===== config.mk =====
export PLATFORM = sky130hd
export DESIGN_NAME = thermistor_adc_to_temperature_unit
export DESIGN_NICKNAME = d
export VERILOG_FILES = /design/src/rtl/tatu_pkg.sv /design/src/rtl/thermistor_adc_to_temperature_unit.sv /design/src/rtl/tatu_front.sv /design/src/rtl/tatu_queue.sv /design/src/rtl/tatu_back.sv
export VERILOG_INCLUDE_DIRS = /design/src /design/src/rtl
export SDC_FILE = /design/constraint.sdc
export NUM_CORES = 1
export LEC_CHECK = 0
export BUFFER_PORTS_ARGS = -buffer_cell sky130_fd_sc_hd__clkbuf_2
export CAP_MARGIN = 20
export CORE_MARGIN = 2
export CORE_UTILIZATION = 40
export DETAILED_ROUTE_END_ITERATION = 16
export RECOVER_POWER = 25
export SETUP_SLACK_MARGIN = 0.4
export SLEW_MARGIN = 5
export SYNTH_ARGS = -nofsm -noshare
export SYNTH_HDL_FRONTEND = slang
export SYNTH_HIERARCHICAL = 1
export SYNTH_SLANG_ARGS = --single-unit
export TNS_END_PERCENT = 20

===== constraint.sdc =====
create_clock -name i_clk -period 5.7 [get_ports i_clk]
set_input_delay 1.14 -clock i_clk [delete_from_list [all_inputs] [get_ports i_clk]]
set_output_delay 1.14 -clock i_clk [all_outputs]
set_load 0.005 [all_outputs]

===== src/rtl/thermistor_adc_to_temperature_unit_defines.svh =====
// ----------------------------------------------------------------------------
// Thermistor converter assertion macros
// Shared concurrent assertion forms used by the thermistor converter RTL.
// ----------------------------------------------------------------------------
`ifndef THERMISTOR_ADC_TO_TEMPERATURE_UNIT_DEFINES_SVH
`define THERMISTOR_ADC_TO_TEMPERATURE_UNIT_DEFINES_SVH

// Consequent checked in the same cycle as the antecedent.
`define TATU_ASSERT_NOW(lbl, clk, rst_n, ante, cons, msg) \
    lbl: assert property (@(posedge clk) disable iff (!rst_n) (ante) |-> (cons)) \
        else $error(msg);

// Consequent checked in the cycle after the antecedent.
`define TATU_ASSERT_NEXT(lbl, clk, rst_n, ante, cons, msg) \
    lbl: assert property (@(posedge clk) disable iff (!rst_n) (ante) |=> (cons)) \
        else $error(msg);

`endif


===== src/rtl/tatu_pkg.sv =====
// ----------------------------------------------------------------------------
// Thermistor converter package
// Widths, the falling converter-code table and the item passed front to back.
// ----------------------------------------------------------------------------
package tatu_pkg;

    localparam int ADC_W         = 12;
    localparam int TEMP_W        = 13;
    localparam int TABLE_ENTRIES = 39;
    localparam int FRACTION_BITS = 4;
    localparam int IDX_W         = $clog2(TABLE_ENTRIES);
    localparam int TEMP_BASE_C   = -40;
    localparam int TEMP_STEP_C   = 5;
    localparam int STEP_Q        = TEMP_STEP_C << FRACTION_BITS;
    localparam int STEP_W        = $clog2(STEP_Q + 1);
    localparam int Q_W           = $clog2(STEP_Q);
    localparam int NUM_W         = ADC_W + STEP_W;
    localparam int QUEUE_DEPTH   = 4;
    localparam int PTR_W         = $clog2(QUEUE_DEPTH);
    localparam int CNT_W         = $clog2(QUEUE_DEPTH + 1);

    typedef logic [ADC_W-1:0]         t_adc;
    typedef logic [IDX_W-1:0]         t_idx;
    typedef logic signed [TEMP_W-1:0] t_temp;
    typedef logic [CNT_W-1:0]         t_cnt;

    typedef enum logic [1:0] {
        CLS_MID,
        CLS_COLD,
        CLS_HOT
    } t_class;

    typedef struct packed {
        t_class cls;
        t_idx   left;
        t_adc   adc;
    } t_item;

    localparam t_adc NTC_CODES [TABLE_ENTRIES] = '{
        12'd3890, 12'd3831, 12'd3758, 12'd3672, 12'd3570, 12'd3451, 12'd3315,
        12'd3164, 12'd2997, 12'd2819, 12'd2631, 12'd2438, 12'd2242, 12'd2048,
        12'd1859, 12'd1678, 12'd1508, 12'd1349, 12'd1203, 12'd1070, 12'd950,
        12'd842,  12'd746,  12'd661,  12'd586,  12'd519,  12'd461,  12'd409,
        12'd364,  12'd324,  12'd289,  12'd259,  12'd231,  12'd208,  12'd187,
        12'd168,  12'd152,  12'd137,  12'd124
    };

    // Temperature of a table entry in output units.
    function automatic t_temp entry_temp(input t_idx i);
        int t;
        t = (TEMP_BASE_C + TEMP_STEP_C * int'(i)) * (1 << FRACTION_BITS);
        return t_temp'(t);
    endfunction

    localparam t_temp T_COLD = entry_temp(t_idx'(0));
    localparam t_temp T_HOT  = entry_temp(t_idx'(TABLE_ENTRIES - 1));

endpackage


===== src/rtl/thermistor_adc_to_temperature_unit.sv =====
// ----------------------------------------------------------------------------
// Thermistor ADC to temperature unit
// Takes one reading per cycle; busy stays low because the back end never stalls.
// An accepted reading passes the front end, the queue and the back-end divider to o_valid.
// Throughput: one item per cycle, set by the bit-per-stage divider pipeline.
// Synchronous active-low reset clears all valid bits and the queue pointers.
// ----------------------------------------------------------------------------
module thermistor_adc_to_temperature_unit (
    input  logic            i_clk,
    input  logic            i_rst_n,
    input  logic            start,
    output logic            busy,
    input  tatu_pkg::t_adc  i_adc_reading,
    output logic            o_valid,
    output tatu_pkg::t_temp o_temperature_q4,
    output logic            o_cold_clamped,
    output logic            o_hot_clamped
);
    import tatu_pkg::*;
    `include "thermistor_adc_to_temperature_unit_defines.svh"

    localparam int LATENCY = 5 + Q_W;

    logic           accept;
    logic           push;
    t_item          front_item;
    logic [1:0]     inflight;
    logic           q_valid;
    t_item          q_item;
    t_cnt           q_count;
    logic           take;
    logic [CNT_W:0] occupancy;

    // Items already inside the front end still need a queue slot.
    assign occupancy = {1'b0, q_count} + (CNT_W+1)'(inflight);
    assign busy      = (occupancy >= (CNT_W+1)'(QUEUE_DEPTH));
    assign accept    = start && !busy;

    tatu_front u_front (
        .i_clk      (i_clk),
        .i_rst_n    (i_rst_n),
        .i_start    (accept),
        .i_adc      (i_adc_reading),
        .o_push     (push),
        .o_item     (front_item),
        .o_inflight (inflight)
    );

    tatu_queue u_queue (
        .i_clk   (i_clk),
        .i_rst_n (i_rst_n),
        .i_push  (push),
        .i_item  (front_item),
        .i_pop   (take),
        .o_valid (q_valid),
        .o_item  (q_item),
        .o_count (q_count)
    );

    tatu_back u_back (
        .i_clk   (i_clk),
        .i_rst_n (i_rst_n),
        .i_valid (q_valid),
        .i_item  (q_item),
        .o_take  (take),
        .o_valid (o_valid),
        .o_temp  (o_temperature_q4),
        .o_cold  (o_cold_clamped),
        .o_hot   (o_hot_clamped)
    );

    `TATU_ASSERT_NOW(a_result_follows, i_clk, i_rst_n, accept, ##LATENCY o_valid,
        "accepted item did not produce a result on time")
    `TATU_ASSERT_NOW(a_flags_exclusive, i_clk, i_rst_n, o_valid,
        !(o_cold_clamped && o_hot_clamped), "both clamp flags set")
    `TATU_ASSERT_NOW(a_cold_value, i_clk, i_rst_n, o_valid && o_cold_clamped,
        o_temperature_q4 == T_COLD, "cold clamp with wrong temperature")
    `TATU_ASSERT_NOW(a_hot_value, i_clk, i_rst_n, o_valid && o_hot_clamped,
        o_temperature_q4 == T_HOT, "hot clamp with wrong temperature")

endmodule


===== src/rtl/tatu_front.sv =====
// ----------------------------------------------------------------------------
// Thermistor converter front end
// Compares a reading against every table code and encodes the interval.
// ----------------------------------------------------------------------------
module tatu_front (
    input  logic          i_clk,
    input  logic          i_rst_n,
    input  logic          i_start,
    input  tatu_pkg::t_adc i_adc,
    output logic          o_push,
    output tatu_pkg::t_item o_item,
    output logic [1:0]    o_inflight
);
    import tatu_pkg::*;

    logic                     r_s1_vld;
    logic [TABLE_ENTRIES-1:0] r_s1_le;
    logic                     r_s1_cold;
    t_adc                     r_s1_adc;
    logic [TABLE_ENTRIES-1:0] n_s1_le;

    logic  r_s2_vld;
    t_item r_s2_item;
    t_item n_s2_item;

    always_comb begin
        for (int i = 0; i < TABLE_ENTRIES; i++) begin
            n_s1_le[i] = (i_adc <= NTC_CODES[i]);
        end
    end

    always_ff @(posedge i_clk) begin
        if (!i_rst_n) begin
            r_s1_vld <= 1'b0;
        end else begin
            r_s1_vld <= i_start;
        end
    end

    always_ff @(posedge i_clk) begin
        r_s1_le   <= n_s1_le;
        r_s1_cold <= (i_adc >= NTC_CODES[0]);
        r_s1_adc  <= i_adc;
    end

    // The compare vector is a run of ones from entry zero; its last one marks
    // the left end of the interval.
    always_comb begin
        t_idx left;
        left = '0;
        for (int i = 0; i < TABLE_ENTRIES - 1; i++) begin
            if (r_s1_le[i] && !r_s1_le[i+1]) begin
                left = left | t_idx'(i);
            end
        end
        n_s2_item.adc  = r_s1_adc;
        n_s2_item.left = left;
        if (r_s1_cold) begin
            n_s2_item.cls  = CLS_COLD;
            n_s2_item.left = '0;
        end else if (r_s1_le[TABLE_ENTRIES-1]) begin
            n_s2_item.cls  = CLS_HOT;
            n_s2_item.left = '0;
        end else begin
            n_s2_item.cls = CLS_MID;
        end
    end

    always_ff @(posedge i_clk) begin
        if (!i_rst_n) begin
            r_s2_vld <= 1'b0;
        end else begin
            r_s2_vld <= r_s1_vld;
        end
    end

    always_ff @(posedge i_clk) begin
        r_s2_item <= n_s2_item;
    end

    assign o_push     = r_s2_vld;
    assign o_item     = r_s2_item;
    assign o_inflight = {1'b0, r_s1_vld} + {1'b0, r_s2_vld};

endmodule


===== src/rtl/tatu_queue.sv =====
// ----------------------------------------------------------------------------
// Thermistor converter item queue
// Small first-in first-out store between the front end and the back end.
// ----------------------------------------------------------------------------
module tatu_queue (
    input  logic            i_clk,
    input  logic            i_rst_n,
    input  logic            i_push,
    input  tatu_pkg::t_item i_item,
    input  logic            i_pop,
    output logic            o_valid,
    output tatu_pkg::t_item o_item,
    output tatu_pkg::t_cnt  o_count
);
    import tatu_pkg::*;
    `include "thermistor_adc_to_temperature_unit_defines.svh"

    t_item            r_mem [QUEUE_DEPTH];
    logic [PTR_W-1:0] r_wr_ptr;
    logic [PTR_W-1:0] r_rd_ptr;
    t_cnt             r_count;
    t_cnt             n_count;

    always_comb begin
        n_count = r_count;
        case ({i_push, i_pop})
            2'b10:   n_count = r_count + 1'b1;
            2'b01:   n_count = r_count - 1'b1;
            default: n_count = r_count;
        endcase
    end

    always_ff @(posedge i_clk) begin
        if (!i_rst_n) begin
            r_wr_ptr <= '0;
            r_rd_ptr <= '0;
            r_count  <= '0;
        end else begin
            if (i_push) begin
                r_wr_ptr <= r_wr_ptr + 1'b1;
            end
            if (i_pop) begin
                r_rd_ptr <= r_rd_ptr + 1'b1;
            end
            r_count <= n_count;
        end
    end

    always_ff @(posedge i_clk) begin
        if (i_push) begin
            r_mem[r_wr_ptr] <= i_item;
        end
    end

    assign o_valid = (r_count != '0);
    assign o_item  = r_mem[r_rd_ptr];
    assign o_count = r_count;

    `TATU_ASSERT_NOW(a_no_overflow, i_clk, i_rst_n, r_count == t_cnt'(QUEUE_DEPTH) && !i_pop,
        !i_push, "queue written while full")
    `TATU_ASSERT_NOW(a_no_underflow, i_clk, i_rst_n, i_pop, r_count != '0,
        "queue read while empty")
    `TATU_ASSERT_NEXT(a_count_up, i_clk, i_rst_n, i_push && !i_pop,
        r_count == $past(r_count) + 1'b1, "queue count did not follow a write")

endmodule


===== src/rtl/tatu_back.sv =====
// ----------------------------------------------------------------------------
// Thermistor converter back end
// Forms the interpolation fraction and divides it in a bit-per-stage pipeline.
// ----------------------------------------------------------------------------
module tatu_back (
    input  logic            i_clk,
    input  logic            i_rst_n,
    input  logic            i_valid,
    input  tatu_pkg::t_item i_item,
    output logic            o_take,
    output logic            o_valid,
    output tatu_pkg::t_temp o_temp,
    output logic            o_cold,
    output logic            o_hot
);
    import tatu_pkg::*;

    localparam int DW = NUM_W + Q_W;

    // Stage zero holds the dividend setup; stage Q_W holds the full quotient.
    logic             r_vld  [Q_W+1];
    logic [NUM_W-1:0] r_rem  [Q_W+1];
    logic [Q_W-1:0]   r_q    [Q_W+1];
    t_adc             r_den  [Q_W+1];
    t_temp            r_base [Q_W+1];
    logic             r_cold [Q_W+1];
    logic             r_hot  [Q_W+1];

    logic             n_rem;
    t_adc             hi;
    t_adc             lo;
    t_adc             diff;
    logic [NUM_W-1:0] n_num;
    t_adc             n_den;
    t_temp            n_base;

    logic  r_out_vld;
    t_temp r_out_temp;
    logic  r_out_cold;
    logic  r_out_hot;

    assign o_take = i_valid;
    assign n_rem  = 1'b0;

    always_comb begin
        hi     = NTC_CODES[i_item.left];
        lo     = NTC_CODES[t_idx'(i_item.left + 1'b1)];
        diff   = hi - i_item.adc;
        n_num  = NUM_W'(diff) * NUM_W'(STEP_Q);
        n_den  = hi - lo;
        n_base = entry_temp(i_item.left);
        case (i_item.cls)
            CLS_COLD: begin
                n_num  = '0;
                n_den  = t_adc'(1);
                n_base = T_COLD;
            end
            CLS_HOT: begin
                n_num  = '0;
                n_den  = t_adc'(1);
                n_base = T_HOT;
            end
            default: begin
            end
        endcase
    end

    always_ff @(posedge i_clk) begin
        if (!i_rst_n) begin
            r_vld[0] <= 1'b0;
        end else begin
            r_vld[0] <= i_valid;
        end
    end

    always_ff @(posedge i_clk) begin
        r_rem[0]  <= n_num;
        r_q[0]    <= {Q_W{n_rem}};
        r_den[0]  <= n_den;
        r_base[0] <= n_base;
        r_cold[0] <= (i_item.cls == CLS_COLD);
        r_hot[0]  <= (i_item.cls == CLS_HOT);
    end

    for (genvar s = 0; s < Q_W; s++) begin : g_div
        logic [DW-1:0]    dsh;
        logic             fits;
        logic [NUM_W-1:0] rem_next;

        always_comb begin
            dsh      = DW'(r_den[s]) << (Q_W - 1 - s);
            fits     = (DW'(r_rem[s]) >= dsh);
            rem_next = fits ? NUM_W'(DW'(r_rem[s]) - dsh) : r_rem[s];
        end

        always_ff @(posedge i_clk) begin
            if (!i_rst_n) begin
                r_vld[s+1] <= 1'b0;
            end else begin
                r_vld[s+1] <= r_vld[s];
            end
        end

        always_ff @(posedge i_clk) begin
            r_rem[s+1]  <= rem_next;
            r_q[s+1]    <= {r_q[s][Q_W-2:0], fits};
            r_den[s+1]  <= r_den[s];
            r_base[s+1] <= r_base[s];
            r_cold[s+1] <= r_cold[s];
            r_hot[s+1]  <= r_hot[s];
        end
    end

    always_ff @(posedge i_clk) begin
        if (!i_rst_n) begin
            r_out_vld <= 1'b0;
        end else begin
            r_out_vld <= r_vld[Q_W];
        end
    end

    always_ff @(posedge i_clk) begin
        r_out_temp <= r_base[Q_W] + t_temp'({{(TEMP_W-Q_W){1'b0}}, r_q[Q_W]});
        r_out_cold <= r_cold[Q_W];
        r_out_hot  <= r_hot[Q_W];
    end

    assign o_valid = r_out_vld;
    assign o_temp  = r_out_temp;
    assign o_cold  = r_out_cold;
    assign o_hot   = r_out_hot;

endmodule


==> key figures, run 1 <==
Timing
  – FMAX: 0.187 GHz
  – Worst-Margin Slew: 1080 ps
  – Post-layout minimum cycle time: 5340 ps
  – RSZ-0062 raised after global routing: true
  – Fin. max-slew vios: 0
  – Final setup TNS: 0 ps
  – Max_slew headroom: 0.274
  – Fin crit share: 0.937
  – Clock Skew: around 37 ps
  – Hold Vio Cnt, Final: 0
  – Endpoints failing setup: 0

Die
  – Die area: 57300 um^2
  – Die H: 239 um
  – Total I/O pin count: 32
  – Rows: 86
  – Starting density of the core: 0.404
  – CORE AREA: 54900 um^2
  – Die width: 239 um

Route
  – Final ANT Viol Nets: 0
  – # DRC: 0
  – Initial DRC Count: 806
  – WL/cell: 15.7 um
  – DR vias/cell: 5.25
  – Total Wirelength: 46900 um
  – DR vias: approximately 16000
  – First-pass DRT Iterations: 6

Global routing
  – M2 GR Usage: 0.276
  – Largest net degree at the start of global routing: 40
  – Met3 Use GR: 0.0265
  – Vias in the first global route: 15400
  – GRT overflow: 0
  – Met1 GRT Util: 0.219
  – Grt peak-use layer: met2
  – First-pass GRT wire length: 77300 um
  – Initial antenna violation count: 0
  – Gr usage total: 0.164

Placement
  – DP HPWL: 33900 um
  – GP Congestion: 0.843
  – I/O Buffers: 31

Critical path
  – Worst path bufs/invs: 3
  – Setup crit start kind: flip-flop
  – Crit-path cells: mux4_2 > inv_8 > ha_4 > nor2_4 > nor3_1 > a311oi_1 > a211oi_2 > a21oi_2 > ha_2 > inv_2 > fa_2 > a21o_1 > a21oi_2 > nor2b_1 > o21a_1 > o41ai_2 > or4b_4 > o211ai_1 > ha_2 > ha_4 > buf_4 > a31oi_2 > nor2b_1 > o211a_1
  – CP max FO: 4
  – Crit-path slowest cell: mux4_2
  – Worst path arrival time: 5820 ps
  – Critical Path RT: 6180 ps
  – Endpoint class of the critical path: flip-flop
  – Critical path's largest stage delay: roughly 610 ps
  – WS Path Type: flip-flop to flip-flop
  – Critical path's top delay family: compound AO/OA/AOI/OAI gates

Logic synthesis
  – Post-synthesis cell count: 2192
  – Ys flop type: dfxtp_1
  – Cell area after synthesis: 22200 um^2
  – Share of flip-flops with an asynchronous set or reset: 0
  – Unique masters post-synth: 88
  – Most frequent cells after synthesis: dfxtp_1, ha_1, inv_1
  – Avg Synthesized Cell Area: 10.1 um^2
  – Most common cell in the synthesized netlist: dfxtp_1
  – Area contributors post-synth: dfxtp_1, edfxtp_1, ha_1
  – EDFF count, synth: 80
  – Post-synth top area cell: dfxtp_1
  – Register area share after synthesis: 0.485
  – Number of synthesis warnings: 6
  – Yosys reg bits: 497
  – Syn nets: around 2400
  – Share of the synthesized area in the top cell type: 0.377

Min path
  – HP Class: flip-flop to flip-flop

Clock network
  – H-tree depth: 2
  – Max clock buf depth: 3
  – Clk_lat worst skew: around 610 ps
  – CTS sink cnt: 497
  – Clock-pin slew on the worst setup and hold paths: 60 ps
  – Num CTS Buffers: 52
  – CTS tree: built
  – Root Buffer: clkbuf_16

Finish
  – Filler cell count: 5088
  – Area grow syn2layout: 14.0%
  – Nets: between 2000 and 2500
  – Share of cells above drive strength 1: 0.115
  – Ant diodes: 0

Outcome
  – Status: finished clean

Job
  – Max cap viols: 0
[layout by cell type, fill, tap and decap left out, types with 12 or more instances in the layout]
master / n
xor2_1: 42
nand4_1: 20
o211ai_1: 15
ha_1: 158
nand2b_1: 40
clkbuf_16: 53
o21a_1: 27
a21o_1: 30
o31ai_1: 15
fa_1: 13
buf_4: 46
nor2_1: 128
clkbuf_2: 31
mux4_2: 21
or3_1: 16
and2_1: 42
inv_1: 161
a31oi_1: 22
edfxtp_1: 80
a21oi_1: 140
a211oi_1: 30
dfxtp_1: 415
nand3_1: 41
nor3_1: 35
xnor2_1: 65
mux2i_1: 12
o21ai_0: 121
nor2b_1: 44
nor4_1: 13
nand2_1: 145
[layer usage]
| layer | share of wire | vias to the layer above |
|---|---|---|
| met5 | 0 | - |
| met4 | 0.020 | 0 |
| met3 | 0.038 | 65 |
| met2 | 0.47 | 306 |
| met1 | 0.47 | 7454 |
| li1 | - | 7875 |
[final timing paths]
| check | slack [ps] | cells past startpoint | from | to |
|---|---|---|---|---|
| max | 360 | 24 | flip-flop | u_back/r_rem[0][18] |
| min | 320 | 0 | u_back/r_base[0][50] | u_back/r_base[1][11] |
| max reg2reg | 360 | 24 | flip-flop | u_back/r_rem[0][18] |
| min reg2reg | 320 | 0 | u_back/r_base[0][50] | u_back/r_base[1][11] |
[final cells by class]
type,instances,area (um^2),share of cell area
multi-input combinational,1445,10600,0.419
clock inverter,27,322,0.0127
sequential,497,10800,0.426
timing repair buffer,86,659,0.0261
inverter,167,637,0.0252
clock buffer,66,1420,0.0560
tap,704,881,0.0349
[flip-flops by register name, summed over array words and instances (netlist names), named ones only]
signal	flops
u_back/r_vld	8
u_queue/r_wr_ptr	2
u_front/o_item	20
u_back/o_hot	1
u_front/r_s1_adc	12
u_front/r_s1_cold	1
u_back/r_den	84
u_queue/r_rd_ptr	2
u_queue/r_mem	80
u_front/r_s1_vld	1
u_back/r_base	72
u_queue/o_count	3
u_front/o_push	1
u_back/r_rem	111
u_back/o_valid	1
u_front/r_s1_le	38
u_back/r_q	28
u_back/o_temp	13
u_back/r_hot	8
u_back/o_cold	1
u_back/r_cold	8
[timing repair]
action	in CTS	in global routing
pin swaps	9	1
gates cloned	1	0
setup endpoints to repair	6	11
buffers inserted	7	3
hold buffers	0	0
resized for setup	7	19
[kinds of logic after synthesis]
| family | count (synthesis) | synth area share |
|---|---|---|
| multiplexers | 42 | 0.0318 |
| adder cells (fa/ha/maj) | 179 | 0.106 |
| XOR/XNOR | 107 | 0.0423 |
| buffers and inverters | 251 | 0.0452 |
| AO/OA/AOI/OAI | 518 | 0.150 |
| flip-flops | 497 | 0.485 |
| AND/OR/NAND/NOR | 598 | 0.139 |
[stage by stage]
step | util | instances | hold WS, ps | setup slack, ps | area, um^2
2_1_floorplan | - | 2192 | 310 | 175 | 22200
3_3_place_gp | 0.423 | 2884 | 310 | 99.5 | 23200
3_5_place_dp | 0.423 | 2884 | 312 | 77.9 | 23200
4_1_cts | 0.457 | 2985 | 324 | 316 | 25100
5_1_grt | 0.460 | 2992 | 327 | 59.8 | 25300
6_report | 0.460 | 2992 | 321 | 361 | 25300
Power of run 1 is not shown: default switching activity piles up to over one toggle a cycle in this logic, so the estimate is an artifact.
==> inputs of run 2 (changes only) <==
SYNTH_HIERARCHICAL = not set   (was 1)
TNS_END_PERCENT = 1   (was 20)
==> run 2 against run 1 <==
Effect of this change:
- via count decreased by 1.8%
- utilization increased by 0.63 points
- synthesized cell count decreased by 1.6%
- design area decreased by 0.40%
- synthesized area decreased by 1.5%
- die area decreased by 1.5%
- sequential cell count unchanged
==> key figures, run 2 <==
Die
  – Die area: 56400 um^2 (-1.5%)
  – Total I/O pin count: 32 (unchanged)
  – Starting density of the core: 0.405 (+0.000809)
  – Rows: 85 (-1.2%)
  – CORE AREA: 53900 um^2 (-1.7%)
  – Die H: 238 um (-0.76%)
  – Die width: 238 um (-0.76%)

Global routing
  – Vias in the first global route: 15200 (-1.3%)
  – GRT overflow: 0 (unchanged)
  – Initial antenna violation count: 2 (+2)
  – Gr usage total: 0.172 (+0.00731)
  – First-pass GRT wire length: 78200 um (+1.2%)
  – Largest net degree at the start of global routing: 30 (-25%)

Logic synthesis
  – Yosys reg bits: 497 (unchanged)
  – Share of flip-flops with an asynchronous set or reset: 0 (unchanged)
  – Avg Synthesized Cell Area: 10.1 um^2 (about the same)
  – Area contributors post-synth: dfxtp_1, edfxtp_1, ha_1
  – Number of synthesis warnings: 0 (-6)
  – Unique masters post-synth: 84 (-4.5%)
  – Share of the synthesized area in the top cell type: 0.383 (+0.00592)
  – Post-synthesis cell count: 2156 (-1.6%)
  – Most common cell in the synthesized netlist: dfxtp_1
  – Cell area after synthesis: 21800 um^2 (-1.5%)
  – Register area share after synthesis: 0.493 (+0.00763)
  – Ys flop type: dfxtp_1
  – Syn nets: 2352 (-1.4%)
  – Most frequent cells after synthesis: dfxtp_1, inv_1, ha_1
  – EDFF count, synth: 80 (unchanged)
  – Post-synth top area cell: dfxtp_1

Clock network
  – CTS tree: built
  – Root Buffer: clkbuf_16
  – Hold Buf Count CTS: 0 (unchanged)
  – Num CTS Buffers: 51 (-1.9%)
  – Clk_lat worst skew: 600 ps (about the same)
  – Max clock buf depth: 3 (unchanged)
  – CTS sink cnt: 497 (unchanged)
  – Clock-pin slew on the worst setup and hold paths: 60 ps (about the same)
  – H-tree depth: 2 (unchanged)

Min path
  – Hold depth: 0 (unchanged)
  – Hold Crit Endpoint: u_back.r_base[0][45]
  – Hold Crit Start: u_back.r_base[0][32]
  – HP Class: flip-flop to flip-flop

Route
  – Metal1 wirelength: 21800 um (-1.5%)
  – DR vias: 15400 (-1.8%)
  – Initial DRC Count: 819 (+1.6%)
  – Routed wl met2: 23000 um (+4.3%)
  – Total Wirelength: 48400 um (+3.3%)
  – Max layer used: met5
  – DR vias/cell: 5.20 (-0.95%)
  – Final ANT Viol Nets: 0 (unchanged)
  – First-pass DRT Iterations: 5 (-1)
  – # DRC: 0 (unchanged)
  – Met3 Routed Length: 2000 um (+12%)
  – WL/cell: 16.3 um (+4.2%)

Placement
  – GP Congestion: 0.869 (+3.0%)
  – DP HPWL: 35500 um (+4.7%)
  – I/O Buffers: 31 (unchanged)

Critical path
  – CP max FO: 8 (+4)
  – Endpoint class of the critical path: flip-flop
  – Crit-path slowest cell: mux4_2
  – Register-to-register setup slack: 400 ps (+40 ps)
  – Crit-path cells: mux4_2 > clkinv_4 > ha_4 > nor2_4 > a21oi_2 > o2111ai_1 > nor2_1 > a311oi_2 > buf_4 > ha_4 > a21o_1 > a21oi_2 > o21bai_2 > a2111oi_4 > nor2_1 > xnor2_1 > ha_1 > ha_4 > o21a_1 > o21ai_2 > a21oi_2 > o211ai_1 > a21oi_1 > mux2_4
  – Worst path bufs/invs: 2 (-1)
  – Worst path arrival time: 5780 ps (-40 ps)
  – Reg2Reg Depth: 24 (unchanged)
  – Setup crit start kind: flip-flop
  – RR Endpoint: u_back.r_rem[0][17]
  – Critical path's largest stage delay: 570 ps (-40 ps)
  – Critical path's top delay family: compound AO/OA/AOI/OAI gates
  – WS Path Type: flip-flop to flip-flop
  – Critical Path RT: 6190 ps (about the same)

Finish
  – Area grow syn2layout: 15.3%
  – Commonest non-fill, non-tap cell in the layout: dfxtp_1
  – Largest Register: u_back.r_rem
  – Share of cells above drive strength 1: 0.132 (+0.0173)
  – Most frequent cells in the layout: dfxtp_1, inv_1, ha_1
  – Ant diodes: 0 (unchanged)
  – Largest register FFs: 111 (unchanged)
  – Nets: 2422 (-0.86%)
  – Top Registers: u_back.r_rem x111, u_back.r_den x84, u_queue.r_mem x80

Timing
  – Fin crit share: 0.929 (-0.00748)
  – Hold WS: 312 ps (-8.93 ps)
  – Final setup TNS: 0 ps (unchanged)
  – FMAX: 0.189 GHz (+0.80%)
  – Max_slew headroom: 0.278 (+0.00450)
  – Clock Skew: 33.2 ps (-3.80 ps)
  – Endpoints failing setup: 0 (unchanged)
  – Worst-Margin Slew: 1080 ps (+1.02 ps)
  – Hold Vio Cnt, Final: 0 (unchanged)
  – RSZ-0062 raised after global routing: true
  – Fin. max-slew vios: 0 (unchanged)
  – Post-layout minimum cycle time: 5300 ps (-42.6 ps)

Job
  – Max cap viols: 0 (unchanged)

Outcome
  – Status: finished clean
run 2: cell types whose count changed after synthesis, sizes merged, moves of 6 or more:
cell,previous run,this run
mux2,9,26
nor2b,44,29
or4,13,5
a211oi,34,21
nor2,130,141
and2,42,32
xnor2,65,54
inv,166,172
nand2,145,154
o211ai,15,22
buf,25,17
run 2: how the worst max path moves through the flow:
| stage | from | to | cells past startpoint |
|---|---|---|---|
| after detailed placement | flip-flop | u_back.r_rem[0][17] | 25 |
| final | flip-flop | u_back.r_rem[0][17] | 24 |
| after global placement | flip-flop | u_back.r_rem[0][17] | 24 |
| after CTS | flip-flop | u_back.r_rem[0][17] | 25 |
| after global routing | flip-flop | u_back.r_rem[0][17] | 24 |
| after floorplan | flip-flop | u_back.r_rem[0][17] | 27 |
run 2: stage by stage:
| step | cells | util | area, um^2 | worst slack, ps |
|---|---|---|---|---|
| floorplan | 2156 | - | 21900 | 401 |
| global placement | 2852 | 0.425 | 22900 | 154 |
| detailed placement | 2852 | 0.425 | 22900 | 42.5 |
| CTS | 2956 | 0.462 | 24900 | 381 |
| global route | 2965 | 0.466 | 25200 | 165 |
| finish | 2965 | 0.466 | 25200 | 403 |
run 2: layout make-up:
class,instances,area (um^2)
clock buffers,69,1490
inverters,175,669
multi-input cells,1413,10400
flip-flops and latches,497,10800
repair inverters,1,5.00
well taps,696,871
clock inverters,27,329
fillers,4940,28800
repair buffers,87,644
run 2: repair_timing:
action,in CTS,in global routing
pin swaps,11,34
buffers inserted,7,8
setup endpoints to repair,5,6
resized for setup,24,38
endpoints found under the hold margin,0,0
gates cloned,1,0
run 2: kinds of logic after synthesis:
| family | count (synthesis) | share of synthesized area |
|---|---|---|
| AO/OA/AOI/OAI | 502 | 0.146 |
| adder cells (fa/ha/maj) | 181 | 0.108 |
| buffers and inverters | 246 | 0.0438 |
| multiplexers | 61 | 0.0404 |
| AND/OR/NAND/NOR | 570 | 0.128 |
| flip-flops | 497 | 0.493 |
| XOR/XNOR | 99 | 0.0408 |
run 2: routing by layer:
| layer | global-route usage | up-vias |
|---|---|---|
| li1 | - | 7737 |
| met1 | 0.215 | 7225 |
| met2 | 0.295 | 338 |
| met3 | 0.0282 | 109 |
| met4 | 0.0696 | 2 |
| met5 | 0 | - |
Power of run 2 is left out for the same reason.
